## config.mk

```make
export PLATFORM = sky130hd
export DESIGN_NAME = csv_field_tokenizer
export DESIGN_NICKNAME = d
export VERILOG_FILES = /design/src/hdl/cft_pkg.sv /design/src/hdl/cft_front.sv /design/src/hdl/cft_queue.sv /design/src/hdl/cft_back.sv /design/src/hdl/csv_field_tokenizer.sv
export SDC_FILE = /design/constraint.sdc
export NUM_CORES = 1
export LEC_CHECK = 0
export CAP_MARGIN = 0
export CELL_PAD_IN_SITES_DETAIL_PLACEMENT = 1
export CELL_PAD_IN_SITES_GLOBAL_PLACEMENT = 1
export CORE_MARGIN = 5
export CORE_UTILIZATION = 35
export CTS_CLUSTER_DIAMETER = 120
export CTS_CLUSTER_SIZE = 30
export DETAILED_ROUTE_END_ITERATION = 12
export DONT_BUFFER_PORTS = 1
export PLACE_DENSITY_LB_ADDON = 0.2
export SLEW_MARGIN = 30
export SYNTH_ARGS = -nofsm -noshare
export SYNTH_HDL_FRONTEND = slang
export SYNTH_SLANG_ARGS = --single-unit
```

## constraint.sdc

```tcl
create_clock -name clk_i -period 4.48 [get_ports clk_i]
set_input_delay 0.448 -clock clk_i [delete_from_list [all_inputs] [get_ports clk_i]]
set_output_delay 0.448 -clock clk_i [all_outputs]
set_load 0.02 [all_outputs]
```

## src/hdl/cft_pkg.sv

```systemverilog
// Package for the CSV field tokeniser: character codes, byte classes,
// parse phases, queue item type and configuration register map. No dependencies.
package cft_pkg;

  // Character codes that the parser reacts to
  localparam logic [7:0] CharNul   = 8'h00;
  localparam logic [7:0] CharQuote = 8'h22;
  localparam logic [7:0] CharComma = 8'h2C;
  localparam logic [7:0] CharSpace = 8'h20;
  localparam logic [7:0] CharTab   = 8'h09;
  localparam logic [7:0] CharLf    = 8'h0A;
  localparam logic [7:0] CharCr    = 8'h0D;

  // Configuration defaults and register map
  localparam logic [7:0] FieldLimitReset   = 8'd255;
  localparam int unsigned CfgAddrWidth     = 3;
  localparam logic        RegFieldLimit    = 1'b0;

  // Depth of the queue between classifier and parser
  localparam int unsigned QueueDepthDefault = 2;

  // Class of one input byte, decided by the front end
  typedef enum logic [2:0] {
    CL_TERM,
    CL_QUOTE,
    CL_COMMA,
    CL_BLANK,
    CL_EOL,
    CL_OTHER
  } char_class_e;

  // Parser phase within a line
  typedef enum logic [2:0] {
    PH_START,
    PH_START_BLANK,
    PH_QUOTED,
    PH_UNQUOTED,
    PH_POSTQUOTE,
    PH_STOPPED
  } parse_phase_e;

  // One classified byte as it travels through the queue
  typedef struct packed {
    logic [7:0]  char_byte;
    char_class_e cls;
  } queue_item_t;

endpackage

```

## src/hdl/cft_front.sv

```systemverilog
// Front end of the CSV field tokeniser: accepts input bytes and classifies them.
// Depends on cft_pkg.
module cft_front (
  input  logic                 in_valid_i,
  output logic                 in_ready_o,
  input  logic [7:0]           char_byte_i,
  output logic                 push_valid_o,
  input  logic                 push_ready_i,
  output cft_pkg::queue_item_t push_item_o
);
  import cft_pkg::*;

  char_class_e cls;

  // Sort the byte into the classes the parser distinguishes
  always_comb begin
    case (char_byte_i)
      CharNul:          cls = CL_TERM;
      CharQuote:        cls = CL_QUOTE;
      CharComma:        cls = CL_COMMA;
      CharSpace, CharTab: cls = CL_BLANK;
      CharLf, CharCr:   cls = CL_EOL;
      default:          cls = CL_OTHER;
    endcase
  end

  // The request goes straight into the queue when it has room
  assign push_valid_o          = in_valid_i;
  assign in_ready_o            = push_ready_i;
  assign push_item_o.char_byte = char_byte_i;
  assign push_item_o.cls       = cls;

endmodule

```

## src/hdl/cft_queue.sv

```systemverilog
// Short register queue between the classifier and the parser of the CSV
// field tokeniser. Depends on cft_pkg.
module cft_queue #(
  parameter int unsigned Depth = cft_pkg::QueueDepthDefault
) (
  input  logic                 clk_i,
  input  logic                 rst_ni,
  input  logic                 push_valid_i,
  output logic                 push_ready_o,
  input  cft_pkg::queue_item_t push_item_i,
  output logic                 pop_valid_o,
  input  logic                 pop_ready_i,
  output cft_pkg::queue_item_t pop_item_o
);
  import cft_pkg::*;

  localparam int unsigned PtrWidth = (Depth > 1) ? $clog2(Depth) : 1;
  localparam int unsigned CntWidth = $clog2(Depth + 1);
  localparam logic [PtrWidth-1:0] LastPtr  = PtrWidth'(Depth - 1);
  localparam logic [CntWidth-1:0] FullCnt  = CntWidth'(Depth);

  queue_item_t         entries_q [Depth];
  logic [PtrWidth-1:0] wr_ptr_q, wr_ptr_d;
  logic [PtrWidth-1:0] rd_ptr_q, rd_ptr_d;
  logic [CntWidth-1:0] count_q, count_d;
  logic                do_push, do_pop;

  assign push_ready_o = (count_q != FullCnt);
  assign pop_valid_o  = (count_q != '0);
  assign pop_item_o   = entries_q[rd_ptr_q];
  assign do_push      = push_valid_i && push_ready_o;
  assign do_pop       = pop_valid_o && pop_ready_i;

  // Pointer and fill count update
  always_comb begin
    wr_ptr_d = wr_ptr_q;
    rd_ptr_d = rd_ptr_q;
    count_d  = count_q;
    if (do_push) begin
      wr_ptr_d = (wr_ptr_q == LastPtr) ? '0 : wr_ptr_q + PtrWidth'(1);
    end
    if (do_pop) begin
      rd_ptr_d = (rd_ptr_q == LastPtr) ? '0 : rd_ptr_q + PtrWidth'(1);
    end
    if (do_push && !do_pop) begin
      count_d = count_q + CntWidth'(1);
    end else if (!do_push && do_pop) begin
      count_d = count_q - CntWidth'(1);
    end
  end

  always_ff @(posedge clk_i or negedge rst_ni) begin
    if (!rst_ni) begin
      wr_ptr_q <= '0;
      rd_ptr_q <= '0;
      count_q  <= '0;
    end else begin
      wr_ptr_q <= wr_ptr_d;
      rd_ptr_q <= rd_ptr_d;
      count_q  <= count_d;
    end
  end

  // Storage needs no reset
  always_ff @(posedge clk_i) begin
    if (do_push) begin
      entries_q[wr_ptr_q] <= push_item_i;
    end
  end

endmodule

```

## src/hdl/cft_back.sv

```systemverilog
// Back end of the CSV field tokeniser: parse state machine and output register.
// Depends on cft_pkg.
module cft_back (
  input  logic                 clk_i,
  input  logic                 rst_ni,
  input  logic [7:0]           field_limit_i,
  input  logic                 pop_valid_i,
  output logic                 pop_ready_o,
  input  cft_pkg::queue_item_t pop_item_i,
  output logic                 out_valid_o,
  input  logic                 out_ready_i,
  output logic                 content_valid_o,
  output logic [7:0]           content_byte_o,
  output logic [7:0]           field_index_o,
  output logic                 field_end_o,
  output logic                 line_done_o,
  output logic [7:0]           field_total_o
);
  import cft_pkg::*;

  parse_phase_e phase_q, phase_d;
  logic [7:0]   fields_q, fields_d;
  logic [7:0]   fields_inc;
  logic         do_pop;
  logic         out_valid_q;

  logic       cv_d, fe_d, ld_d;
  logic [7:0] cb_d, fi_d, ft_d;
  logic       cv_q, fe_q, ld_q;
  logic [7:0] cb_q, fi_q, ft_q;

  char_class_e cls;
  logic [7:0]  ch;

  assign cls        = pop_item_i.cls;
  assign ch         = pop_item_i.char_byte;
  assign fields_inc = fields_q + 8'd1;

  // A new request is taken whenever the output register is free or draining
  assign pop_ready_o = !out_valid_q || out_ready_i;
  assign do_pop      = pop_valid_i && pop_ready_o;

  // State register
  always_ff @(posedge clk_i or negedge rst_ni) begin
    if (!rst_ni) begin
      phase_q  <= PH_START;
      fields_q <= '0;
    end else if (do_pop) begin
      phase_q  <= phase_d;
      fields_q <= fields_d;
    end
  end

  // Next state and result for the byte at the head of the queue
  always_comb begin
    phase_d  = phase_q;
    fields_d = fields_q;
    cv_d     = 1'b0;
    cb_d     = '0;
    fi_d     = '0;
    fe_d     = 1'b0;
    ld_d     = 1'b0;
    ft_d     = '0;
    if (cls == CL_TERM) begin
      // The terminator closes any open field and reports the count
      ld_d = 1'b1;
      if (phase_q == PH_QUOTED || phase_q == PH_UNQUOTED ||
          (phase_q == PH_START_BLANK && fields_q < field_limit_i)) begin
        fe_d = 1'b1;
        fi_d = fields_q;
        ft_d = fields_inc;
      end else begin
        ft_d = fields_q;
      end
      phase_d  = PH_START;
      fields_d = '0;
    end else begin
      case (phase_q)
        PH_QUOTED: begin
          if (cls == CL_QUOTE) begin
            fe_d     = 1'b1;
            fi_d     = fields_q;
            fields_d = fields_inc;
            phase_d  = PH_POSTQUOTE;
          end else begin
            cv_d = 1'b1;
            cb_d = ch;
            fi_d = fields_q;
          end
        end
        PH_UNQUOTED: begin
          if (cls == CL_COMMA || cls == CL_EOL) begin
            fe_d     = 1'b1;
            fi_d     = fields_q;
            fields_d = fields_inc;
            phase_d  = PH_START;
          end else begin
            cv_d = 1'b1;
            cb_d = ch;
            fi_d = fields_q;
          end
        end
        PH_START, PH_START_BLANK, PH_POSTQUOTE: begin
          if (fields_q >= field_limit_i) begin
            phase_d = PH_STOPPED;
          end else if (phase_q == PH_POSTQUOTE &&
                       (cls == CL_COMMA || cls == CL_BLANK)) begin
            // Separators after a closing quote are skipped
            phase_d = PH_POSTQUOTE;
          end else begin
            case (cls)
              CL_BLANK: phase_d = PH_START_BLANK;
              CL_QUOTE: phase_d = PH_QUOTED;
              CL_COMMA: begin
                fe_d     = 1'b1;
                fi_d     = fields_q;
                fields_d = fields_inc;
                phase_d  = PH_START;
              end
              CL_EOL: begin
                fe_d     = 1'b1;
                fi_d     = fields_q;
                fields_d = fields_inc;
                phase_d  = PH_STOPPED;
              end
              default: begin
                cv_d    = 1'b1;
                cb_d    = ch;
                fi_d    = fields_q;
                phase_d = PH_UNQUOTED;
              end
            endcase
          end
        end
        default: phase_d = PH_STOPPED;
      endcase
    end
  end

  // Output valid flag
  always_ff @(posedge clk_i or negedge rst_ni) begin
    if (!rst_ni) begin
      out_valid_q <= 1'b0;
    end else if (do_pop) begin
      out_valid_q <= 1'b1;
    end else if (out_ready_i) begin
      out_valid_q <= 1'b0;
    end
  end

  // Output payload register
  always_ff @(posedge clk_i) begin
    if (do_pop) begin
      cv_q <= cv_d;
      cb_q <= cb_d;
      fi_q <= fi_d;
      fe_q <= fe_d;
      ld_q <= ld_d;
      ft_q <= ft_d;
    end
  end

  assign out_valid_o     = out_valid_q;
  assign content_valid_o = cv_q;
  assign content_byte_o  = cb_q;
  assign field_index_o   = fi_q;
  assign field_end_o     = fe_q;
  assign line_done_o     = ld_q;
  assign field_total_o   = ft_q;

  // A byte is either content or a field end, never both
  assert property (@(posedge clk_i) disable iff (!rst_ni)
    out_valid_q |-> !(cv_q && fe_q))
    else $error("content and field end on the same result");

  // The field count is only reported with the line end
  assert property (@(posedge clk_i) disable iff (!rst_ni)
    (out_valid_q && !ld_q) |-> (ft_q == 8'd0))
    else $error("field total outside line end");

  // A terminator always returns the parser to line start
  assert property (@(posedge clk_i) disable iff (!rst_ni)
    (do_pop && cls == CL_TERM) |=> (phase_q == PH_START && fields_q == 8'd0))
    else $error("parser not back at line start after terminator");

  // Content is never the terminator byte
  assert property (@(posedge clk_i) disable iff (!rst_ni)
    (out_valid_q && cv_q) |-> (cb_q != CharNul))
    else $error("terminator reported as content");

endmodule

```

## src/hdl/csv_field_tokenizer.sv

```systemverilog
// Top level of the CSV field tokeniser: configuration register, classifier,
// queue and parser. Depends on cft_pkg, cft_front, cft_queue and cft_back.
//
//   Channel   Direction  Handshake              Payload
//   input     in         in_valid_i/in_ready_o  char_byte_i
//   result    out        out_valid_o/out_ready_i content_valid_o .. field_total_o
//   config    in         psel/penable/pwrite    paddr_i, pwdata_i, prdata_o
//
// One byte is taken per cycle while the queue has room, and one result leaves per
// cycle while out_ready_i is high. A result reaches the outputs through registers:
// the byte is first written into the queue, then into the parser output register.
// The parser decides each byte combinationally.
// Reset returns the parser to line start with no fields counted and sets the
// field limit to 255. A stalled output fills the queue; input ready falls
// once the queue is full, and each side resumes independently.
module csv_field_tokenizer #(
  parameter int unsigned QueueDepth = cft_pkg::QueueDepthDefault
) (
  input  logic                             clk_i,
  input  logic                             rst_ni,
  // APB configuration port
  input  logic                             psel_i,
  input  logic                             penable_i,
  input  logic                             pwrite_i,
  input  logic [cft_pkg::CfgAddrWidth-1:0] paddr_i,
  input  logic [31:0]                      pwdata_i,
  output logic [31:0]                      prdata_o,
  output logic                             pready_o,
  // Input bytes
  input  logic                             in_valid_i,
  output logic                             in_ready_o,
  input  logic [7:0]                       char_byte_i,
  // Results
  output logic                             out_valid_o,
  input  logic                             out_ready_i,
  output logic                             content_valid_o,
  output logic [7:0]                       content_byte_o,
  output logic [7:0]                       field_index_o,
  output logic                             field_end_o,
  output logic                             line_done_o,
  output logic [7:0]                       field_total_o
);
  import cft_pkg::*;

  logic        field_limit_wr;
  logic [7:0]  field_limit_q;
  logic        reg_sel;

  logic        push_valid, push_ready;
  queue_item_t push_item;
  logic        pop_valid, pop_ready;
  queue_item_t pop_item;

  // Configuration register: field limit at word address zero
  assign reg_sel        = paddr_i[CfgAddrWidth-1];
  assign pready_o       = 1'b1;
  assign field_limit_wr = psel_i && penable_i && pwrite_i && (reg_sel == RegFieldLimit);

  always_ff @(posedge clk_i or negedge rst_ni) begin
    if (!rst_ni) begin
      field_limit_q <= FieldLimitReset;
    end else if (field_limit_wr) begin
      field_limit_q <= pwdata_i[7:0];
    end
  end

  assign prdata_o = (reg_sel == RegFieldLimit) ? {24'd0, field_limit_q} : 32'd0;

  // Classifier
  cft_front u_front (
    .in_valid_i  (in_valid_i),
    .in_ready_o  (in_ready_o),
    .char_byte_i (char_byte_i),
    .push_valid_o(push_valid),
    .push_ready_i(push_ready),
    .push_item_o (push_item)
  );

  // Queue between classifier and parser
  cft_queue #(
    .Depth(QueueDepth)
  ) u_queue (
    .clk_i       (clk_i),
    .rst_ni      (rst_ni),
    .push_valid_i(push_valid),
    .push_ready_o(push_ready),
    .push_item_i (push_item),
    .pop_valid_o (pop_valid),
    .pop_ready_i (pop_ready),
    .pop_item_o  (pop_item)
  );

  // Parser and output register
  cft_back u_back (
    .clk_i          (clk_i),
    .rst_ni         (rst_ni),
    .field_limit_i  (field_limit_q),
    .pop_valid_i    (pop_valid),
    .pop_ready_o    (pop_ready),
    .pop_item_i     (pop_item),
    .out_valid_o    (out_valid_o),
    .out_ready_i    (out_ready_i),
    .content_valid_o(content_valid_o),
    .content_byte_o (content_byte_o),
    .field_index_o  (field_index_o),
    .field_end_o    (field_end_o),
    .line_done_o    (line_done_o),
    .field_total_o  (field_total_o)
  );

endmodule

```

=== Word-level counts from Yosys, hierarchy flattened ===
Memory sizes are Yosys's and may differ from the RTL's.
Index checks and enable logic that the tools add are counted.

* Bits in writable memories: 22
* Memories: 1
* Bits of input ports: 50
* Word-level logic and storage cells: 127
* Flip-flop bits (word level): 51
* Output and inout port bits: 62

{| class="wikitable"
|+ Memory list
! memory !! depth !! bits a word !! rd ports !! clocked after memory_dff !! write ports !! RTL line !! text
|-
| u_queue.entries_q || 2 || 11 || 1 || 0 || 1 || cft_queue.sv:22 || <nowiki>queue_item_t entries_q [Depth];</nowiki>
|}

* $add $sub $neg: 5
* Order comparisons: 2
* Equal/unequal tests: 20
* Mux-type cells: 52
* Reduce and logical (&&, ||, !) cells: 33
* Bitwise logic cells: 1

{| class="wikitable"
|+ Operators by type and width
! cell !! number
|-
| $mux 8 || 18
|-
| $pmux 8 s3 || 2
|-
| $eq 8x4->1 const B || 3
|-
| $eq 8x6->1 const B || 3
|-
| $mux 1 || 19
|-
| $pmux 8 s2 || 1
|-
| $mux 3 || 5
|-
| $ne 3x2->1 const B || 5
|-
| $pmux 3 s5 || 1
|-
| $eq 3x2->1 const B || 4
|-
| $pmux 3 s4 || 1
|-
| $reduce_or 2->1 || 5
|-
| $logic_and 1x1->1 || 9
|-
| $pmux 3 s3 || 1
|-
| $add 8x1->8 const B || 1
|-
| $ge 8x8->1 || 1
|-
| $logic_not 8->1 || 1
|-
| $lt 8x8->1 || 1
|-
| $reduce_and 7->1 || 1
|-
| $eq 3x1->1 const B || 2
|-
| $eq 3x3->1 const B || 2
|-
| $logic_not 3->1 || 2
|-
| $pmux 1 s3 || 2
|-
| $reduce_bool 2->1 || 3
|-
| other kinds (12) || 20
|}

=== Depth between registers and ports, before layout ===
An unclocked memory read counts as a cell.

* Depth in word-level cells: 8
* Depth in mapped cells: 10
* Gate-level depth less buffers: 10

=== By module ===
From an unflattened synthesis, not the netlist that was laid out.

* Cells, all modules: 355
* Area, all modules: 4,065.1 um^2

{| class="wikitable"
|+ By module, submodules not included
! module !! cells an instance !! area each (um^2) !! times used !! seq. area each (um^2)
|-
| cft_back || 222 || 2,254.7 || 1 || 1,111.1
|-
| cft_queue || 52 || 1,003.5 || 1 || 760.7
|-
| csv_field_tokenizer || 52 || 589.3 || 1 || 210.2
|-
| cft_front || 29 || 217.7 || 1 || 0.0
|}

=== Worst setup path after synthesis ===
OpenSTA, ideal clock, no wires.

* Kind: register to register
* Start point: register field_limit_q[1]
* End point: register u_back.ft_q[0], in the netlist u_back.field_total_o[0], data pin
* Setup time: 255 ps
* Buffers on the path: 0
* Arrival time: 2,230 ps
* Cell stages (with the launch flop): 10
* Setup slack: 1,995 ps
* Clock period less this slack: 2,485 ps
* Required time: 4,225 ps
* Path through: dfstp_2 inv_1 ha_1 nor2b_1 o21a_1 o21ai_0 a21oi_1 o31ai_1 ha_1 and2_1

* Word-level cells in the longest chain between the ends: 4

{| class="wikitable"
|+ Ends and longest elaborated chain
! what !! RTL line !! text
|-
| start, declared || csv_field_tokenizer.sv:46 || <nowiki>logic [7:0] field_limit_q;</nowiki>
|-
| start signal, assigned || csv_field_tokenizer.sv:61 || <nowiki>field_limit_q <= FieldLimitReset;</nowiki>
|-
| start signal, assigned || csv_field_tokenizer.sv:63 || <nowiki>field_limit_q <= pwdata_i[7:0];</nowiki>
|-
| $lt 8x8->1 || cft_back.sv:68 || <nowiki>(phase_q == PH_START_BLANK && fields_q < field_limit_i)) begin</nowiki>
|-
| $logic_and 1x1->1 || cft_back.sv:68 ||
|-
| $logic_or 1x1->1 || cft_back.sv:67 || <nowiki>if (phase_q == PH_QUOTED || phase_q == PH_UNQUOTED ||</nowiki>
|-
| $mux 8 || cft_back.sv:67 ||
|-
| end signal, assigned || cft_back.sv:159 || <nowiki>ft_q <= ft_d;</nowiki>
|-
| end, declared || cft_back.sv:30 || <nowiki>logic [7:0] cb_q, fi_q, ft_q;</nowiki>
|}

Every way passes these cells.
A chain may end at the register's enable or synchronous reset.

=== Worst setup path after layout ===
Ends and elaborated chain as after synthesis.

==> results.md <==
- F_max: approximately 0.34 GHz
- Worst IR Drop VDD: ~0.22 mV
- Crit path launch: field_limit_q[1]
- Critical-path top delay cell: o31ai_1
- Status: completed
- Post-DP Area: approximately 0.0040 sq mm
- Pwr Density: a little under 700 mW/mm^2
- Flops & latches, synth: 73
- Clk sinks: 73
- Worst Max-Slew Pin Slew: 0.905 ns
- Worst Setup Path Type: register to register
- RSZ-0062 raised after global routing: no
- Setup TNS: 0 ns
- Finished Cell Area: between 0.004 and 0.005 sq mm
- DR WL/cell: around 18 microns
- Core box area: 0.0113 sq mm
- Worst R2R Path Depth: 9
- GRT Overall Usage: 0.133
- Met1 Use GR: 0.148
- Cell Int Power: 1.78 mW
- Hold Vio Cnt, Final: 0
- Largest net degree at the start of global routing: 25
- Ports: roughly 110
- Max Fanout on Critical Path: 8
- Antenna violations before repair: 0
- Max_cap viols: 0
- Die Y-Extent: around 120 microns
- Clk buf depth: 2
- Worst setup SP type: register
- Met2 Usage GRT: 0.240
- Routing usage on met3: 0.0435
- Synth warnings: 0
- Fill cell count: 1234
- Post-Synthesis Cell Area: about 0.0040 sq mm
- CTS H-Tree Depth: 3
- Layout area overhead: 9.83%
- Clk_lat worst skew: around 0.34 ns
- CTS Buf Count: 9
- Psw: approximately 1.2 mW
- Static leakage: between 1.5 and 2 nW
- Crit share post-route: 0.657
- Clock root buffer: clkbuf_16
- Synth cell types: 58
- Initial cell density of the core: 0.352
- Most frequent CP cell: ha_1
- Vias in the first global route: roughly 2700
- DRC viols: 0
- TritonCTS clock tree: built
- Layout cells sized above 1: 0.131
- Rows: 39
- Final setup viols: 0
- Commonest non-fill, non-tap cell in the layout: edfxtp_1
- Fin nets: 422
- Fin crit period: 2.94 ns
- ANT cells: 0
- Cells after synthesis: around 360
- Worst reg2reg path endpoint: u_back.field_total_o[0]
- Register area: between 0.002 and 0.0025 sq mm
- Combinational power share: 0.285
- DRT Pass-1 Iters: 4
- Worst endpoint required time: about 4.6 ns
- Crit-path cells: inv_1, ha_1, nor2b_1, o21a_1, o21ai_0, a21oi_1, o31ai_1, ha_1, and2_1
- Global-route wire length before repair: between 10000 and 15000 microns
- Drt total wl: 8940 microns
- Share of flip-flops with an asynchronous set or reset: 0.329
- Routability cong.: between 0.7 and 0.8
- Sw Ratio: 0.397
- Clk slew on worst S/H paths: 0.07 ns
- Most frequent cells in the layout: 49 x edfxtp_1, 41 x nor2_1, 29 x nand2_1, 25 x conb_1, 16 x dfrtp_1
- Worst R2R Setup Slack: about 1.5 ns
- Die area: between 0.01 and 0.015 sq mm
- Total congestion overflow: 0
- Via count: roughly 2600
- Chip width: 117 microns
- Clock share of power: 0.253
- Critical path arrival: ~3.0 ns
- Register area share after synthesis: 0.524
- Buffers added on ports: 0
- Area of the multi-input gates: about 0.0017 sq mm
- Routed Antenna Nets: 0
- Post-synth EDFFs: 49
- Vias per cell: 5.09
- CP Capture Type: register
- CP max stage delay: 0.63 ns
- Avg Synthesized Cell Area: 11.1 sq um
- Post-DP HPWL: ~6700 microns
- Final slew viol count: 0
- Main synth FF type: edfxtp_1
- Worst setup endpoint: u_back.field_total_o[0]
- Slew Limit Headroom: 0.394
- Initial DRC count: around 100
- Most used routing layer in global routing: met2
- Skew final: ~0.0095 ns
- Seq pwr share: 0.462
- Worst hold path class: input port to register
- # resized after CTS: 0
- RR Startpoint: field_limit_q[1]
==> worst min-delay path by stage <==
stage / cells past startpoint / slack (ns) / startpoint / to
floorplan: 0 / 0.15 / rst_ni / u_back.fields_q[0]
global placement: 0 / 0.15 / rst_ni / u_back.fields_q[7]
detailed placement: 0 / 0.15 / rst_ni / u_back.fields_q[4]
CTS: 0 / 0.19 / char_byte_i[6] / u_queue.entries_q[1][9]
global route: 0 / 0.18 / char_byte_i[7] / u_queue.entries_q[0][10]
finish: 0 / 0.20 / char_byte_i[6] / u_queue.entries_q[0][9]
==> power by group through the flow <==
stage	logic, mW	clock network, mW	registers, mW
global placement	0.818	0	1.38
CTS	0.860	0.764	1.38
detailed placement	0.847	0	1.39
floorplan	0.744	0	1.25
global route	0.940	0.791	1.40
finish	0.841	0.747	1.36
==> cell type report <==
class                           count  share of cell area
Clock inverter                      7              0.0189
Timing Repair Buffer                6              0.0138
Tap cell                          143              0.0410
Multi-Input combinational cell    256               0.385
Clock buffer                        9              0.0516
Sequential cell                    73               0.477
Inverter                           15              0.0129
==> metal layers <==
metal | share of wire | up-vias
li1 | - | 1254
met1 | 0.42 | 1282
met2 | 0.53 | 47
met3 | 0.042 | 9
met4 | 0.012 | 0
met5 | 0 | -
==> stage by stage <==
| stage | hold slack [ns] | utilization | total power [mW] | cells | setup WS, ns |
|---|---|---|---|---|---|
| final | 0.202 | 0.387 | 2.95 | 509 | 1.54 |
| after global routing | 0.180 | 0.387 | 3.14 | 509 | 1.41 |
| after CTS | 0.190 | 0.387 | 3.00 | 509 | 1.51 |
| after detailed placement | 0.154 | 0.357 | 2.24 | 491 | 1.55 |
| after global placement | 0.154 | 0.357 | 2.20 | 491 | 1.63 |
| after floorplan | 0.152 | - | 1.99 | 382 | 2.00 |
==> cells by family after synthesis <==
group,synth area share
buffers and inverters,0.0753
AO/OA/AOI/OAI,0.136
AND/OR/NAND/NOR,0.149
other,0.00189
flip-flops,0.524
XOR/XNOR,0.0154
adder cells (fa/ha/maj),0.0346
multiplexers,0.0636
==> worst max-delay path: cells and delay by family, from the launching register on <==
kind	cells	cell delay (ns)
buffers and inverters	1	0.06
and+or+nand+nor	2	0.26
AOI/OAI and AO/OA	4	1.19
DFF	1	0.53
adders and majority gates	2	0.64
==> cells in the mapped netlist (2+ instances only) <==
library cell  count  area share
edfxtp_1         49        0.37
nor2_1           41       0.039
nand2_1          29       0.027
buf_4            26       0.049
dfrtp_1          16        0.10
inv_1            15       0.014
mux2i_1          14       0.035
ha_1             11       0.035
a21oi_1          10       0.013
clkbuf_1         10      0.0094
mux2_2           10       0.028
nand2b_1         10       0.016
and2_1            8       0.013
dfstp_2           8       0.053
nand3_1           8       0.010
o21ai_0           8       0.010
nor2b_1           7       0.011
and3_1            6      0.0094
xnor2_1           5       0.011
a221o_1           4       0.010
o211ai_1          4      0.0076
o22ai_1           4      0.0063
o31ai_1           4      0.0076
o41ai_1           4      0.0088
or3_1             4      0.0063
a211oi_1          3      0.0057
a22o_1            3      0.0066
a211o_1           2      0.0044
a22oi_1           2      0.0038
a31oi_1           2      0.0031
buf_2             2      0.0025
conb_1            2      0.0019
o21ai_1           2      0.0025
xor2_1            2      0.0044
==> sequential cells by signal (all words and copies together), names as in the netlist <==
signal                  count
u_back.phase_q              3
u_queue.count_q             2
u_back.field_end_o          1
u_queue.wr_ptr_q            1
u_queue.entries_q          22
u_back.line_done_o          1
u_queue.rd_ptr_q            1
u_back.fields_q             8
field_limit_q               8
u_back.field_total_o        8
u_back.field_index_o        8
u_back.content_valid_o      1
u_back.content_byte_o       8
u_back.out_valid_o          1
==> timing repair <==
item | in CTS | in global routing
hold endpoints to repair | 24 | 0
hold buffers | 2 | 0
buffers inserted | 0 | 0
No activity file was read; power rests on OpenSTA's default activity.
